### src/hdl/c2d_pkg.sv
// shared types, constants and helpers for the 2d convolution block
`default_nettype none

package c2d_pkg;

    localparam int MAX_IMAGE_DIM_DEF  = 32;
    localparam int MAX_KERNEL_DIM_DEF = 5;
    localparam int SAMPLE_BITS_DEF    = 16;

    localparam int CW        = 10;
    localparam int SUM_W     = 37;
    localparam int IN_IDX_W  = 6;
    localparam int ACT_W     = 2;
    localparam int CFG_IDX_W = 3;
    localparam int DIM_REG_W = 6;
    localparam int SML_REG_W = 3;
    localparam int DRAIN_CYCLES = 2;
    localparam int DRAIN_W      = 2;

    localparam logic [ACT_W-1:0] ACT_WR_KERNEL = 2'd0;
    localparam logic [ACT_W-1:0] ACT_WR_IMAGE  = 2'd1;
    localparam logic [ACT_W-1:0] ACT_COMPUTE   = 2'd2;

    localparam logic [CFG_IDX_W-1:0] CFG_IMAGE_ROWS  = 3'd0;
    localparam logic [CFG_IDX_W-1:0] CFG_IMAGE_COLS  = 3'd1;
    localparam logic [CFG_IDX_W-1:0] CFG_KERNEL_ROWS = 3'd2;
    localparam logic [CFG_IDX_W-1:0] CFG_KERNEL_COLS = 3'd3;
    localparam logic [CFG_IDX_W-1:0] CFG_STRIDE_ROWS = 3'd4;
    localparam logic [CFG_IDX_W-1:0] CFG_STRIDE_COLS = 3'd5;
    localparam logic [CFG_IDX_W-1:0] CFG_PAD_ROWS    = 3'd6;
    localparam logic [CFG_IDX_W-1:0] CFG_PAD_COLS    = 3'd7;

    localparam logic STATUS_OK    = 1'b0;
    localparam logic STATUS_RANGE = 1'b1;

    typedef enum logic [2:0] {
        ST_IDLE,
        ST_SETUP,
        ST_RUN,
        ST_DRAIN,
        ST_DONE
    } seq_state_t;

    typedef struct packed {
        logic [CW-1:0] ir;
        logic [CW-1:0] ic;
        logic [CW-1:0] kr;
        logic [CW-1:0] kc;
        logic [CW-1:0] sr;
        logic [CW-1:0] sc;
        logic [CW-1:0] pr;
        logic [CW-1:0] pc;
    } cfg_t;

    typedef struct packed {
        logic clear;
        logic tap;
    } mac_ctl_t;

    typedef struct packed {
        logic valid;
        logic err;
    } seq_done_t;

    function automatic logic [CW-1:0] clamp_val(logic [CW-1:0] v, logic [CW-1:0] lo,
                                                logic [CW-1:0] hi);
        logic [CW-1:0] r;
        r = v;
        if (v < lo)
        begin
            r = lo;
        end
        else if (v > hi)
        begin
            r = hi;
        end
        return r;
    endfunction

endpackage

`default_nettype wire

### src/hdl/c2d_mac.sv
// shared multiply-accumulate unit with product and sum registers
`default_nettype none

module c2d_mac
    import c2d_pkg::*;
#(
    parameter int SAMPLE_BITS = SAMPLE_BITS_DEF
) (
    input  wire logic                          clk,
    input  wire logic                          rst_n,
    input  wire mac_ctl_t                      ctl,
    input  wire logic signed [SAMPLE_BITS-1:0] img_data,
    input  wire logic signed [SAMPLE_BITS-1:0] ker_data,
    output logic             [SUM_W-1:0]       acc
);

    localparam int PW = 2 * SAMPLE_BITS;

    logic                 tap1_reg;
    logic                 tap2_reg;
    logic signed [PW-1:0] prod_reg;
    logic signed [PW-1:0] prod_next;
    logic [SUM_W-1:0]     acc_reg;
    logic [SUM_W-1:0]     acc_next;

    // tap flag delayed to line up with the registered memory data
    always_ff @(posedge clk or negedge rst_n)
    begin
        if (!rst_n)
        begin
            tap1_reg <= 1'b0;
            tap2_reg <= 1'b0;
        end
        else
        begin
            tap1_reg <= ctl.tap;
            tap2_reg <= tap1_reg;
        end
    end

    always_comb
    begin
        prod_next = '0;
        if (tap1_reg)
        begin
            prod_next = img_data * ker_data;
        end
        acc_next  = acc_reg;
        if (ctl.clear)
        begin
            acc_next = '0;
        end
        else if (tap2_reg)
        begin
            acc_next = acc_reg + SUM_W'(prod_reg);
        end
    end

    always_ff @(posedge clk)
    begin
        prod_reg <= prod_next;
        acc_reg  <= acc_next;
    end

    assign acc = acc_reg;

endmodule

`default_nettype wire

### config.mk
export PLATFORM = sky130hd
export DESIGN_NAME = c2d_mac
export DESIGN_NICKNAME = d
export VERILOG_FILES = /design/src/hdl/c2d_pkg.sv /design/src/hdl/c2d_mac.sv
export SDC_FILE = /design/constraint.sdc
export NUM_CORES = 1
export LEC_CHECK = 0
export ABC_AREA = 1
export BUFFER_PORTS_ARGS = -buffer_cell sky130_fd_sc_hd__buf_2
export CORE_MARGIN = 2
export CORE_UTILIZATION = 60
export DETAILED_ROUTE_END_ITERATION = 10
export HOLD_SLACK_MARGIN = 0.02
export PLACE_DENSITY = 0.8
export RECOVER_POWER = 100
export SETUP_SLACK_MARGIN = 0.5
export SLEW_MARGIN = 20
export SYNTH_ARGS = -nofsm -noshare
export SYNTH_HDL_FRONTEND = slang
export SYNTH_SLANG_ARGS = --single-unit
### constraint.sdc
create_clock -name clk -period 2.72 [get_ports clk]
set_input_delay 0.272 -clock clk [delete_from_list [all_inputs] [get_ports clk]]
set_output_delay 0.272 -clock clk [all_outputs]
set_load 0.005 [all_outputs]
==> impl_metrics.py <==
metrics = {
    "status": {
        "status": "finished, violations left",
        "violations": "setup timing",
    },
    "global_routing": {
        "gr-total-overflow": 0,
        "grt_pass1_vias": 15200,
        "grt_max_degree": 38,
        "grt_usage": 0.356,
        "grt_pass1_wl_um": 74300,
        "antenna_found_initial": 0,
    },
    "clock_tree": {
        "root_buffer": "clkbuf_16",
        "numCtsBuffers": 9,
        "htree_levels": 3,
        "tritoncts": "done",
        "clock-sinks": 71,
        "clkLatencyLatePin_ns": 0.35,
        "clk_pin_slew_ns": 0.06,
        "cts_max_path_buffers": 2,
    },
    "logic_synthesis": {
        "ys.flop_type": "dfxtp_1",
        "ys_ff_latch": 71,
        "synth_nets": 2533,
        "async_reset_ff_frac": 0.0282,
        "syn-cell-area_um2": 15200,
        "synth-edff-count": 0,
        "ys_seq_area_frac": 0.0944,
        "syn_inst": 2116,
        "yosys.cell_types.count": 41,
        "ys.warnings.count": 0,
        "avgSynthCellArea_um2": 7.17,
    },
    "place": {
        "dpl_cell_area_um2": 17400,
        "hpwl_um": 35700,
        "port_buffers": 72,
        "place_congestion": 0.988,
    },
    "route": {
        "wl_per_cell_um": 17.8,
        "vias": 14600,
        "routed_wl_um": 47400,
        "drtIter0Drc": 1150,
        "antenna_left": 0,
        "firstDrtPassIters": 5,
        "avgViaCountPerCell": 5.48,
        "drc_errors": 0,
    },
    "cells_and_area": {
        "largest_register_ffs": 37,
        "drive_gt1_frac": 0.260,
        "stdcell_area_um2": 19700,
        "nets": 2747,
        "diodes": 0,
        "fin_util": 0.788,
        "synthToLayoutAreaGrowth_pct": 29.8,
    },
    "min_path": {
        "hp-class": "primary input to register",
    },
    "setup_path": {
        "cp_max_fo": 5,
        "cp.required_ns": 2.96,
        "cp.arrival_ns": 5.32,
        "setup.worst_path.end_class": "register",
        "crit_type": "primary input to register",
        "critPathLaunchType": "primary input",
    },
    "sta": {
        "hold_viol_final": 0,
        "finalSetupViolCount": 27,
        "fmax_mhz": 197,
        "relSlewSlack": 0.342,
        "worst_clock_skew_ns": 0.0122,
        "slew_violations": 0,
        "layout_setup_ws_ns": -2.36,
        "fin_hold_ws_ns": 0.0421,
        "fin_crit_sh": 1.87,
        "rsz0062_at_grt": "yes",
        "tightest_slew_ns": 0.987,
        "fin_crit_ns": 5.08,
        "tns_ns": -51.85,
    },
    "flow_run": {
        "cap_viol_max_count": 0,
    },
    "die": {
        "initial_core_util": 0.608,
        "core_area_um2": 25000,
        "die_h_um": 163,
        "io_pins": 73,
        "die_w_um": 163,
        "rows": 58,
        "dieArea_um2": 26600,
    },
}
[worst max-delay path, stage by stage]
cell,delay (ns)
bufbuf_16,0.25
nand2_8,0.06
fa_1,0.57
inv_2,0.06
buf_4,0.13
fa_2,0.52
fa_1,0.46
fa_1,0.51
fa_1,0.49
inv_1,0.05
fa_1,0.49
inv_2,0.05
ha_4,0.29
nand2_2,0.09
nor2_4,0.14
nor3b_4,0.23
nand4_1,0.15
nand3_2,0.17
nand3_2,0.08
nand2_2,0.08
nand2_1,0.05
nand2_1,0.06
nor2_1,0.06
[kinds of logic (layout without fill, tap and decap cells)]
logic type,after synthesis,after routing,share of synthesized area
compound gates,198,198,0.0718
xor+xnor,29,29,0.0167
fa+ha+maj,381,381,0.445
buf+inv,626,845,0.155
flops,71,71,0.0944
simple gates,811,811,0.217
[cell usage in the layout (no fill, tap or decap), types with 21 or more instances in the layout]
cell type	netlist	final
inv_1	552	493
nand2_1	495	437
fa_1	263	235
nor2_1	192	159
buf_4	0	157
ha_1	118	72
dfxtp_1	69	68
inv_2	2	58
a21oi_1	90	51
nand3_1	63	49
buf_6	0	49
nand2_2	16	46
o21ai_0	61	44
ha_4	0	40
fa_2	0	28
a21oi_2	1	27
nand2_4	0	26
clkbuf_1	68	22
xor2_1	21	21
[cells in the mapped netlist (3+ instances only)]
| master | number | area [um2] |
|---|---|---|
| nor2_2 | 5 | 31.3 |
| inv_1 | 552 | 2070 |
| clkbuf_1 | 68 | 255 |
| nor3_1 | 10 | 50.1 |
| a21oi_1 | 90 | 450 |
| xnor2_1 | 8 | 70.1 |
| o21bai_1 | 11 | 82.6 |
| o21ai_0 | 61 | 305 |
| nand3_2 | 3 | 30.0 |
| nor2_1 | 192 | 721 |
| or2_2 | 4 | 25.0 |
| nand2_2 | 16 | 100 |
| ha_1 | 118 | 1480 |
| fa_1 | 263 | 5270 |
| nand4_1 | 15 | 93.8 |
| o21a_1 | 6 | 45.0 |
| nand2_1 | 495 | 1860 |
| xor2_1 | 21 | 184 |
| dfxtp_1 | 69 | 1380 |
| nand3_1 | 63 | 315 |
| o21ai_1 | 9 | 45.0 |
| a21o_1 | 10 | 75.1 |
[cell type report]
type,count,area (um2)
Tap cell,330,413
Clock inverter,7,121
Multi-Input combinational cell,1419,13000
Inverter,554,2090
Timing Repair Buffer,275,2400
Sequential cell,71,1430
Fill cell,1645,5290
Clock buffer,9,225
[final timing paths]
kind	to	slack, ns	start	cells past startpoint
max in group asynchronous	tap2_reg	2.34	rst_n	2
worst max-delay path	prod_reg[31]	-2.36	img_data[15]	23
worst min-delay path	tap1_reg	0.04	ctl[0]	1
worst max register to register	acc[18]	0.55	acc[0]	13
worst min register to register	acc[0]	0.49	acc[0]	2
min in group asynchronous	tap1_reg	0.24	rst_n	2
[layer usage]
metal  GRT usage  routed length, um  vias up
li1            -                  -     6645
met1       0.447              18300     7117
met2       0.624              23600      671
met3      0.0413               3270      167
met4       0.149               2210        0
met5           0                  0        -
[through the flow]
step	worst slack, ns	std cells
4_1_cts	-2.34	2648
2_1_floorplan	-2.31	2116
6_report	-2.36	2665
3_3_place_gp	-2.77	2609
5_1_grt	-2.47	2665
3_5_place_dp	-2.90	2609
[what timing repair did]
action                                  CTS  global route
endpoints found under the hold margin     2             0
resized for setup                       297           151
pin swaps                               112            88
setup buffers                            20            17
endpoints found under the setup margin   39            45
hold buffers                              1             0
gates cloned                              2             0
Power is not shown: default switching activity piles up to over one toggle a cycle in this logic, so the estimate is an artifact.
