$ cat src/hdl/c2d_pkg.sv
// shared types, constants and helpers for the 2d convolution block
`default_nettype none

package c2d_pkg;

    localparam int MAX_IMAGE_DIM_DEF  = 32;
    localparam int MAX_KERNEL_DIM_DEF = 5;
    localparam int SAMPLE_BITS_DEF    = 16;

    localparam int CW        = 10;
    localparam int SUM_W     = 37;
    localparam int IN_IDX_W  = 6;
    localparam int ACT_W     = 2;
    localparam int CFG_IDX_W = 3;
    localparam int DIM_REG_W = 6;
    localparam int SML_REG_W = 3;
    localparam int DRAIN_CYCLES = 2;
    localparam int DRAIN_W      = 2;

    localparam logic [ACT_W-1:0] ACT_WR_KERNEL = 2'd0;
    localparam logic [ACT_W-1:0] ACT_WR_IMAGE  = 2'd1;
    localparam logic [ACT_W-1:0] ACT_COMPUTE   = 2'd2;

    localparam logic [CFG_IDX_W-1:0] CFG_IMAGE_ROWS  = 3'd0;
    localparam logic [CFG_IDX_W-1:0] CFG_IMAGE_COLS  = 3'd1;
    localparam logic [CFG_IDX_W-1:0] CFG_KERNEL_ROWS = 3'd2;
    localparam logic [CFG_IDX_W-1:0] CFG_KERNEL_COLS = 3'd3;
    localparam logic [CFG_IDX_W-1:0] CFG_STRIDE_ROWS = 3'd4;
    localparam logic [CFG_IDX_W-1:0] CFG_STRIDE_COLS = 3'd5;
    localparam logic [CFG_IDX_W-1:0] CFG_PAD_ROWS    = 3'd6;
    localparam logic [CFG_IDX_W-1:0] CFG_PAD_COLS    = 3'd7;

    localparam logic STATUS_OK    = 1'b0;
    localparam logic STATUS_RANGE = 1'b1;

    typedef enum logic [2:0] {
        ST_IDLE,
        ST_SETUP,
        ST_RUN,
        ST_DRAIN,
        ST_DONE
    } seq_state_t;

    typedef struct packed {
        logic [CW-1:0] ir;
        logic [CW-1:0] ic;
        logic [CW-1:0] kr;
        logic [CW-1:0] kc;
        logic [CW-1:0] sr;
        logic [CW-1:0] sc;
        logic [CW-1:0] pr;
        logic [CW-1:0] pc;
    } cfg_t;

    typedef struct packed {
        logic clear;
        logic tap;
    } mac_ctl_t;

    typedef struct packed {
        logic valid;
        logic err;
    } seq_done_t;

    function automatic logic [CW-1:0] clamp_val(logic [CW-1:0] v, logic [CW-1:0] lo,
                                                logic [CW-1:0] hi);
        logic [CW-1:0] r;
        r = v;
        if (v < lo)
        begin
            r = lo;
        end
        else if (v > hi)
        begin
            r = hi;
        end
        return r;
    endfunction

endpackage

`default_nettype wire

$ cat src/hdl/c2d_seq.sv
// sequencer: grid check and kernel window walk, one tap per cycle
`default_nettype none

module c2d_seq
    import c2d_pkg::*;
#(
    parameter int MAX_IMAGE_DIM  = MAX_IMAGE_DIM_DEF,
    parameter int MAX_KERNEL_DIM = MAX_KERNEL_DIM_DEF
) (
    input  wire logic                clk,
    input  wire logic                rst_n,
    input  wire cfg_t                cfg,
    input  wire logic                start,
    input  wire logic [IN_IDX_W-1:0] row_index,
    input  wire logic [IN_IDX_W-1:0] col_index,
    input  wire logic                out_free,
    output logic                     busy,
    output logic [$clog2(MAX_IMAGE_DIM)-1:0] img_row,
    output logic [$clog2(MAX_IMAGE_DIM)-1:0] img_col,
    output logic [((MAX_KERNEL_DIM > 1) ? $clog2(MAX_KERNEL_DIM) : 1)-1:0] ker_row,
    output logic [((MAX_KERNEL_DIM > 1) ? $clog2(MAX_KERNEL_DIM) : 1)-1:0] ker_col,
    output mac_ctl_t                 mac_ctl,
    output seq_done_t                done
);

    localparam int IDX_W  = $clog2(MAX_IMAGE_DIM);
    localparam int KIDX_W = (MAX_KERNEL_DIM > 1) ? $clog2(MAX_KERNEL_DIM) : 1;

    seq_state_t           state_reg, state_next;
    logic [IN_IDX_W-1:0]  r_reg, r_next;
    logic [IN_IDX_W-1:0]  c_reg, c_next;
    logic [CW-1:0]        base_r_reg, base_r_next;
    logic [CW-1:0]        base_c_reg, base_c_next;
    logic [KIDX_W-1:0]    x_reg, x_next;
    logic [KIDX_W-1:0]    y_reg, y_next;
    logic                 err_reg, err_next;
    logic [DRAIN_W-1:0]   drain_reg, drain_next;

    logic [CW-1:0] mul_r;
    logic [CW-1:0] mul_c;
    logic [CW-1:0] py;
    logic [CW-1:0] px;
    logic [CW-1:0] py_img;
    logic [CW-1:0] px_img;
    logic          in_image;
    logic          last_col;
    logic          last_row;

    always_ff @(posedge clk or negedge rst_n)
    begin
        if (!rst_n)
        begin
            state_reg <= ST_IDLE;
            drain_reg <= '0;
        end
        else
        begin
            state_reg <= state_next;
            drain_reg <= drain_next;
        end
    end

    always_ff @(posedge clk)
    begin
        r_reg      <= r_next;
        c_reg      <= c_next;
        base_r_reg <= base_r_next;
        base_c_reg <= base_c_next;
        x_reg      <= x_next;
        y_reg      <= y_next;
        err_reg    <= err_next;
    end

    always_comb
    begin
        mul_r    = CW'(r_reg) * cfg.sr;
        mul_c    = CW'(c_reg) * cfg.sc;
        py       = base_r_reg + CW'(x_reg);
        px       = base_c_reg + CW'(y_reg);
        py_img   = py - cfg.pr;
        px_img   = px - cfg.pc;
        in_image = (py >= cfg.pr) && (py_img < cfg.ir) && (px >= cfg.pc) && (px_img < cfg.ic);
        last_col = (CW'(y_reg) == cfg.kc - CW'(1));
        last_row = (CW'(x_reg) == cfg.kr - CW'(1));

        state_next  = state_reg;
        r_next      = r_reg;
        c_next      = c_reg;
        base_r_next = base_r_reg;
        base_c_next = base_c_reg;
        x_next      = x_reg;
        y_next      = y_reg;
        err_next    = err_reg;
        drain_next  = drain_reg;

        busy          = (state_reg != ST_IDLE);
        img_row       = IDX_W'(py_img);
        img_col       = IDX_W'(px_img);
        ker_row       = x_reg;
        ker_col       = y_reg;
        mac_ctl.clear = 1'b0;
        mac_ctl.tap   = 1'b0;
        done.valid    = 1'b0;
        done.err      = err_reg;

        case (state_reg)
            ST_IDLE:
            begin
                if (start)
                begin
                    r_next     = row_index;
                    c_next     = col_index;
                    state_next = ST_SETUP;
                end
            end
            ST_SETUP:
            begin
                mac_ctl.clear = 1'b1;
                base_r_next   = mul_r;
                base_c_next   = mul_c;
                x_next        = '0;
                y_next        = '0;
                // window must fit inside the padded image
                err_next = (mul_r + cfg.kr > cfg.ir + (cfg.pr << 1))
                        || (mul_c + cfg.kc > cfg.ic + (cfg.pc << 1));
                state_next = err_next ? ST_DONE : ST_RUN;
            end
            ST_RUN:
            begin
                mac_ctl.tap = in_image;
                if (last_col)
                begin
                    y_next = '0;
                    x_next = x_reg + KIDX_W'(1);
                    if (last_row)
                    begin
                        drain_next = '0;
                        state_next = ST_DRAIN;
                    end
                end
                else
                begin
                    y_next = y_reg + KIDX_W'(1);
                end
            end
            ST_DRAIN:
            begin
                drain_next = drain_reg + DRAIN_W'(1);
                if (drain_reg == DRAIN_W'(DRAIN_CYCLES - 1))
                begin
                    state_next = ST_DONE;
                end
            end
            ST_DONE:
            begin
                done.valid = 1'b1;
                if (out_free)
                begin
                    state_next = ST_IDLE;
                end
            end
            default:
            begin
                state_next = ST_IDLE;
            end
        endcase
    end

endmodule

`default_nettype wire

$ cat config.mk
export PLATFORM = sky130hd
export DESIGN_NAME = c2d_seq
export DESIGN_NICKNAME = d
export VERILOG_FILES = /design/src/hdl/c2d_pkg.sv /design/src/hdl/c2d_seq.sv
export SDC_FILE = /design/constraint.sdc
export NUM_CORES = 1
export LEC_CHECK = 0
export ABC_AREA = 1
export BUFFER_PORTS_ARGS = -buffer_cell sky130_fd_sc_hd__buf_2
export CELL_PAD_IN_SITES_DETAIL_PLACEMENT = 0
export CELL_PAD_IN_SITES_GLOBAL_PLACEMENT = 1
export CORE_MARGIN = 3
export CORE_UTILIZATION = 46
export DETAILED_ROUTE_END_ITERATION = 16
export PLACE_DENSITY_LB_ADDON = 0.1
export RECOVER_POWER = 50
export SLEW_MARGIN = 20
export SYNTH_ARGS = -nofsm -noshare
export SYNTH_HDL_FRONTEND = slang
export SYNTH_SLANG_ARGS = --single-unit
$ cat constraint.sdc
create_clock -name clk -period 10.56 [get_ports clk]
set_clock_uncertainty 0.05 [all_clocks]
set_input_delay 1.056 -clock clk [delete_from_list [all_inputs] [get_ports clk]]
set_output_delay 1.056 -clock clk [all_outputs]
set_load 0.1 [all_outputs]
==> results of run 1 <==
[layout by cell type, fill, tap and decap left out, types with 5 or more instances in the layout]
cell type / n
dfrtp_1: 5
nand3b_1: 6
inv_1: 284
clkbuf_1: 5
nand2_2: 6
nor2_1: 60
o21a_1: 5
nand4_1: 18
fa_1: 50
nand2_1: 287
xor2_1: 29
edfxtp_1: 39
o21ai_0: 35
xnor2_1: 35
ha_1: 127
buf_2: 112
or2_2: 6
clkbuf_16: 5
a21oi_1: 68
nor3_1: 10
nand3_1: 61
[worst register-to-register path: cells and delay by family, from the launching register on]
| family | cells | cell delay (ns) |
|---|---|---|
| buffers and inverters | 4 | 0.20 |
| XOR/XNOR | 1 | 0.10 |
| AND/OR/NAND/NOR | 17 | 1.58 |
| flip-flops | 1 | 0.52 |
| AO/OA/AOI/OAI | 4 | 0.56 |
| adder cells (fa/ha/maj) | 6 | 2.53 |
[path summary, 6_finish.rpt]
kind	startpoint	to	cells past startpoint
setup / recovery	cfg[30]	state_reg[2]	31
hold / removal	drain_reg[1]	drain_reg[1]	2
setup reg to reg	r_reg[2]	state_reg[2]	32
hold reg to reg	drain_reg[1]	drain_reg[1]	2
max in group asynchronous	rst_n	drain_reg[1]	1
min in group asynchronous	rst_n	drain_reg[0]	1
[routing by layer]
| metal | vias to the layer above | GRT usage | wire, um |
|---|---|---|---|
| met5 | - | 0 | 0 |
| met4 | 0 | 0.0263 | 195 |
| met3 | 13 | 0.0278 | 895 |
| met2 | 136 | 0.325 | 8300 |
| met1 | 3213 | 0.271 | 9430 |
| li1 | 3871 | - | - |
[final cells by class]
cell class                      count  share of cell area
Inverter                          284               0.116
Clock inverter                      3             0.00465
Multi-Input combinational cell    827               0.630
Sequential cell                    44               0.142
Timing Repair Buffer              117              0.0633
Clock buffer                        5              0.0137
Tap cell                          225              0.0308
[logic make-up after synthesis]
| logic type | after synthesis | share of synthesized area |
|---|---|---|
| buffers and inverters | 291 | 0.135 |
| xor gates and xnor gates | 64 | 0.0687 |
| DFF | 44 | 0.159 |
| AOI/OAI and AO/OA | 124 | 0.0815 |
| and+or+nand+nor | 462 | 0.239 |
| adders and majority gates | 177 | 0.317 |
[stage by stage]
stage,std cells,setup WS [ns],instance area (um^2)
final,1505,4.55,9160
after global routing,1505,3.97,9160
after CTS,1505,4.69,9170
after detailed placement,1497,4.40,9000
after global placement,1497,4.49,9000
after floorplan,1162,3.41,8160
==> flow_metrics.tcl, run 1 <==
set metrics [dict create \
    arrival_ns 6.18 \
    numCtsBuffers 5 \
    cp_slowest_cell "fa_1" \
    drtPass1Iterations 5 \
    register_area_um2 1300 \
    fin_crit_sh 0.569 \
    yosysMostFrequentCell "nand2_1" \
    cp.required_ns 10.73 \
    fillers 1775 \
    synth_top_area_share 0.195 \
    clk_path_buf_depth 2 \
    synth_common_cells "nand2_1 (287), inv_1 (284), ha_1 (127)" \
    holdCritPathClass "reg2reg" \
    synth-edff-count 39 \
    cp-end-kind "flop" \
    drv_cap 0 \
    cts_tree "built" \
    status "complete, no violations" \
    synthCells 1162 \
    ant_nets 0 \
    synthArstFlopShare 0.114 \
    antenna_found_initial 0 \
    yosys_warnings 0 \
    fin_setup_tns_ns 0 \
    coreArea_um2 17400 \
    hold_viol 0 \
    grt_pass1_wl_mm 31.6 \
    io_pins 117 \
    multiInputGateArea_um2 5760 \
    fmax_mhz 167 \
    yosys_register_bits 44 \
    start_util 0.470 \
    wl_per_cell_um 12.5 \
    clock_latency_ns 0.29 \
    drtIter0Drc 304 \
    die-height_um 139 \
    cp_top_family "adder cells" \
    grt_overflow 0 \
    yosys.area.top_type "ha_1" \
    path_common_cell "nand2_1" \
    synth_fp_nets 1435 \
    worstSetupPathType "in2reg" \
    avgSynthCellArea_um2 7.03 \
    htree_levels 2 \
    cp-start-kind "primary input" \
    io_buffers 116 \
    post-cts-setup-buffers 0 \
    rsz0062_at_grt "no" \
    grt_max_degree 26 \
    ys_seq_area_frac 0.159 \
    synth.area.top_cells "ha_1 (19%), edfxtp_1 (14%), nand2_1 (13%)" \
    finalSetupViolCount 0 \
    nets 1552 \
    rows 48 \
    place.gp.congestion 0.838 \
    final_layout_size_suffix_gt1_frac 0.104 \
    hpwl_mm 16.8 \
    root_buffer "clkbuf_16" \
    cpPeakStageDelay_ns 0.54 \
    track_usage 0.193 \
    fin_crit_ns 6.01 \
    reg2reg_slack_ns 4.97 \
    clk_transition_reported_paths_ns 0.06 \
    vias 7233 \
    synth_area_um2 8160 \
    area_growth_pct 12.1 \
    critPathBufInv 3 \
    cts_resized 0 \
    dieArea_um2 19400 \
    ys_types 34 \
    via_per_inst 4.81 \
    maxSlewViolCount 0 \
    synthFlopType "edfxtp_1" \
    tightest_slew_ns 1.39 \
    n_antenna_cell 0 \
    clkSinkCount 44 \
    slew_headroom 0.0766 \
    finalCoreUtilization 0.527 \
    routed_wirelength_mm 18.8 \
    drc 0 \
    hold_buffers 0 \
    holdWs_ns 0.422 \
    grt_pass1_vias 6997 \
    die_w_um 139 \
    worstPathMaxFanout 6 \
]
Power of run 1 is left out: the tool's default activity adds up to more than one toggle a clock period on the data nets, which glitch-free logic cannot reach.
==> inputs of run 2 (changes only) <==
--- a/config.mk
+++ b/config.mk
@@ -10,7 +10,7 @@
 export CELL_PAD_IN_SITES_DETAIL_PLACEMENT = 0
 export CELL_PAD_IN_SITES_GLOBAL_PLACEMENT = 1
 export CORE_MARGIN = 3
-export CORE_UTILIZATION = 46
+export CORE_UTILIZATION = 43
 export DETAILED_ROUTE_END_ITERATION = 16
 export PLACE_DENSITY_LB_ADDON = 0.1
 export RECOVER_POWER = 50
==> constraint.sdc (replaced) <==
create_clock -name clk -period 5.65 [get_ports clk]
set_clock_uncertainty 0.05 [all_clocks]
set_input_delay 0.565 -clock clk [delete_from_list [all_inputs] [get_ports clk]]
set_output_delay 0.565 -clock clk [all_outputs]
set_load 0.1 [all_outputs]
==> flow_metrics.tcl, run 2 (synthesis results as in run 1) <==
set metrics [dict create \
    status "complete, no violations" \
    die-height_um 144 \
    die_w_um 144 \
    grt_pass1_wl_mm 32.5 \
    wl_per_cell_um 12.7 \
    io_pins 117 \
    fin_crit_ns 5.38 \
    mostFrequentLayoutCells "nand2_1 (285), inv_1 (284), ha_1 (119), buf_2 (109), a21oi_1 (62)" \
    finalCoreUtilization 0.521 \
    track_usage 0.192 \
    final_layout_size_suffix_gt1_frac 0.141 \
    cpPeakStageDelay_ns 0.54 \
    io_buffers 116 \
    hpwl_mm 17.0 \
    cp-end-kind "flop" \
    drtPass1Iterations 5 \
    place.gp.congestion 0.893 \
    worstPathMaxFanout 6 \
    routed_wirelength_mm 19.5 \
    drc 0 \
    ant_nets 0 \
    clkSinkCount 44 \
    htree_levels 2 \
    cp_slowest_cell "fa_1" \
    n_antenna_cell 0 \
    layout_commonest_cell "nand2_1" \
    clk_transition_reported_paths_ns 0.07 \
    nets 1577 \
    slew_headroom 0.179 \
    holdCritPathClass "in2async" \
    tightest_slew_ns 1.24 \
    vias 7272 \
    cts_tree "built" \
    clk_path_buf_depth 2 \
    cp.required_ns 5.84 \
    grt_pass1_vias 7041 \
    grt_max_degree 26 \
    critPathBufInv 4 \
    grt_overflow 0 \
    arrival_ns 5.56 \
    fin_crit_sh 0.951 \
    area_growth_pct 17.0 \
    antenna_found_initial 0 \
    root_buffer "clkbuf_16" \
    hold_viol 0 \
    numCtsBuffers 5 \
    dieArea_um2 20700 \
    finalSetupViolCount 0 \
    clock_latency_ns 0.29 \
    fmax_mhz 186 \
    cp_top_family "adder cells" \
    rows 49 \
    maxSlewViolCount 0 \
    worstSetupPathType "reg2reg" \
    coreArea_um2 18300 \
    cp-start-kind "flop" \
    start_util 0.445 \
    drtIter0Drc 278 \
    drv_cap 0 \
    path_common_cell "nand2_1" \
    via_per_inst 4.74 \
    holdWs_ns 0.0757 \
]
[run 2: cell count changes in the layout (fill, tap and decap cells not counted), moves of 3 or more]
cell | previous run | this run
a21oi_1 | 68 | 62
a21oi_2 | 0 | 6
ha_4 | 0 | 8
xnor2_2 | 0 | 4
buf_2 | 112 | 109
nor3_1 | 10 | 7
buf_4 | 0 | 25
xnor2_1 | 35 | 31
nor2_2 | 0 | 3
nor2_1 | 60 | 57
nor3_2 | 0 | 3
ha_1 | 127 | 119
[run 2: stage by stage]
stage | setup WS (ns) | area (um^2) | cells | setup TNS (ns)
2_1_floorplan | 0.161 | 8200 | 1162 | 0
3_3_place_gp | 0.0846 | 9150 | 1515 | 0
3_5_place_dp | -0.0161 | 9150 | 1515 | -0.0161
4_1_cts | 0.102 | 9320 | 1523 | 0
5_1_grt | -0.104 | 9560 | 1534 | -0.199
6_report | 0.274 | 9560 | 1534 | 0
[run 2: area by class of cell]
class,count,area (um^2)
Tap cell,229,287
Clock inverter,3,46.3
Timing Repair Buffer,142,767
Fill cell,1860,8780
Clock buffer,5,125
Sequential cell,44,1300
Inverter,284,1070
Multi-Input combinational cell,827,5970
[run 2: routing by layer]
| metal | global-route usage | wire length (um) | share of wire | vias to the layer above |
|---|---|---|---|---|
| met2 | 0.317 | 8690 | 0.45 | 161 |
| li1 | - | - | - | 3928 |
| met5 | 0 | 0 | 0 | - |
| met1 | 0.270 | 9550 | 0.49 | 3163 |
| met3 | 0.0253 | 918 | 0.047 | 20 |
| met4 | 0.0406 | 304 | 0.016 | 0 |
[run 2: final timing paths]
check	cells past startpoint	slack, ns	from	endpoint
setup / recovery	30	0.27	r_reg[1]	state_reg[2]
hold / removal	1	0.08	rst_n	state_reg[2]
setup reg to reg	30	0.27	r_reg[1]	state_reg[2]
hold reg to reg	2	0.43	drain_reg[1]	drain_reg[1]
max in group asynchronous	1	5.23	rst_n	state_reg[0]
min in group clk	1	0.40	col_index[1]	c_reg[1]
[run 2: worst register-to-register path, delay by kind of cell (launching register included)]
kind / cells / cell delay (ns)
xor gates and xnor gates: 1 / 0.09
DFF: 1 / 0.49
buffers and inverters: 4 / 0.32
adders and majority gates: 6 / 2.37
AOI/OAI and AO/OA: 5 / 0.79
and+or+nand+nor: 14 / 1.21
[run 2: repair_timing]
item	CTS	global route
hold buffers	0	0
buffers inserted	0	11
setup endpoints to repair	0	4
resized for setup	0	26
Power of run 2 is left out for the same reason.
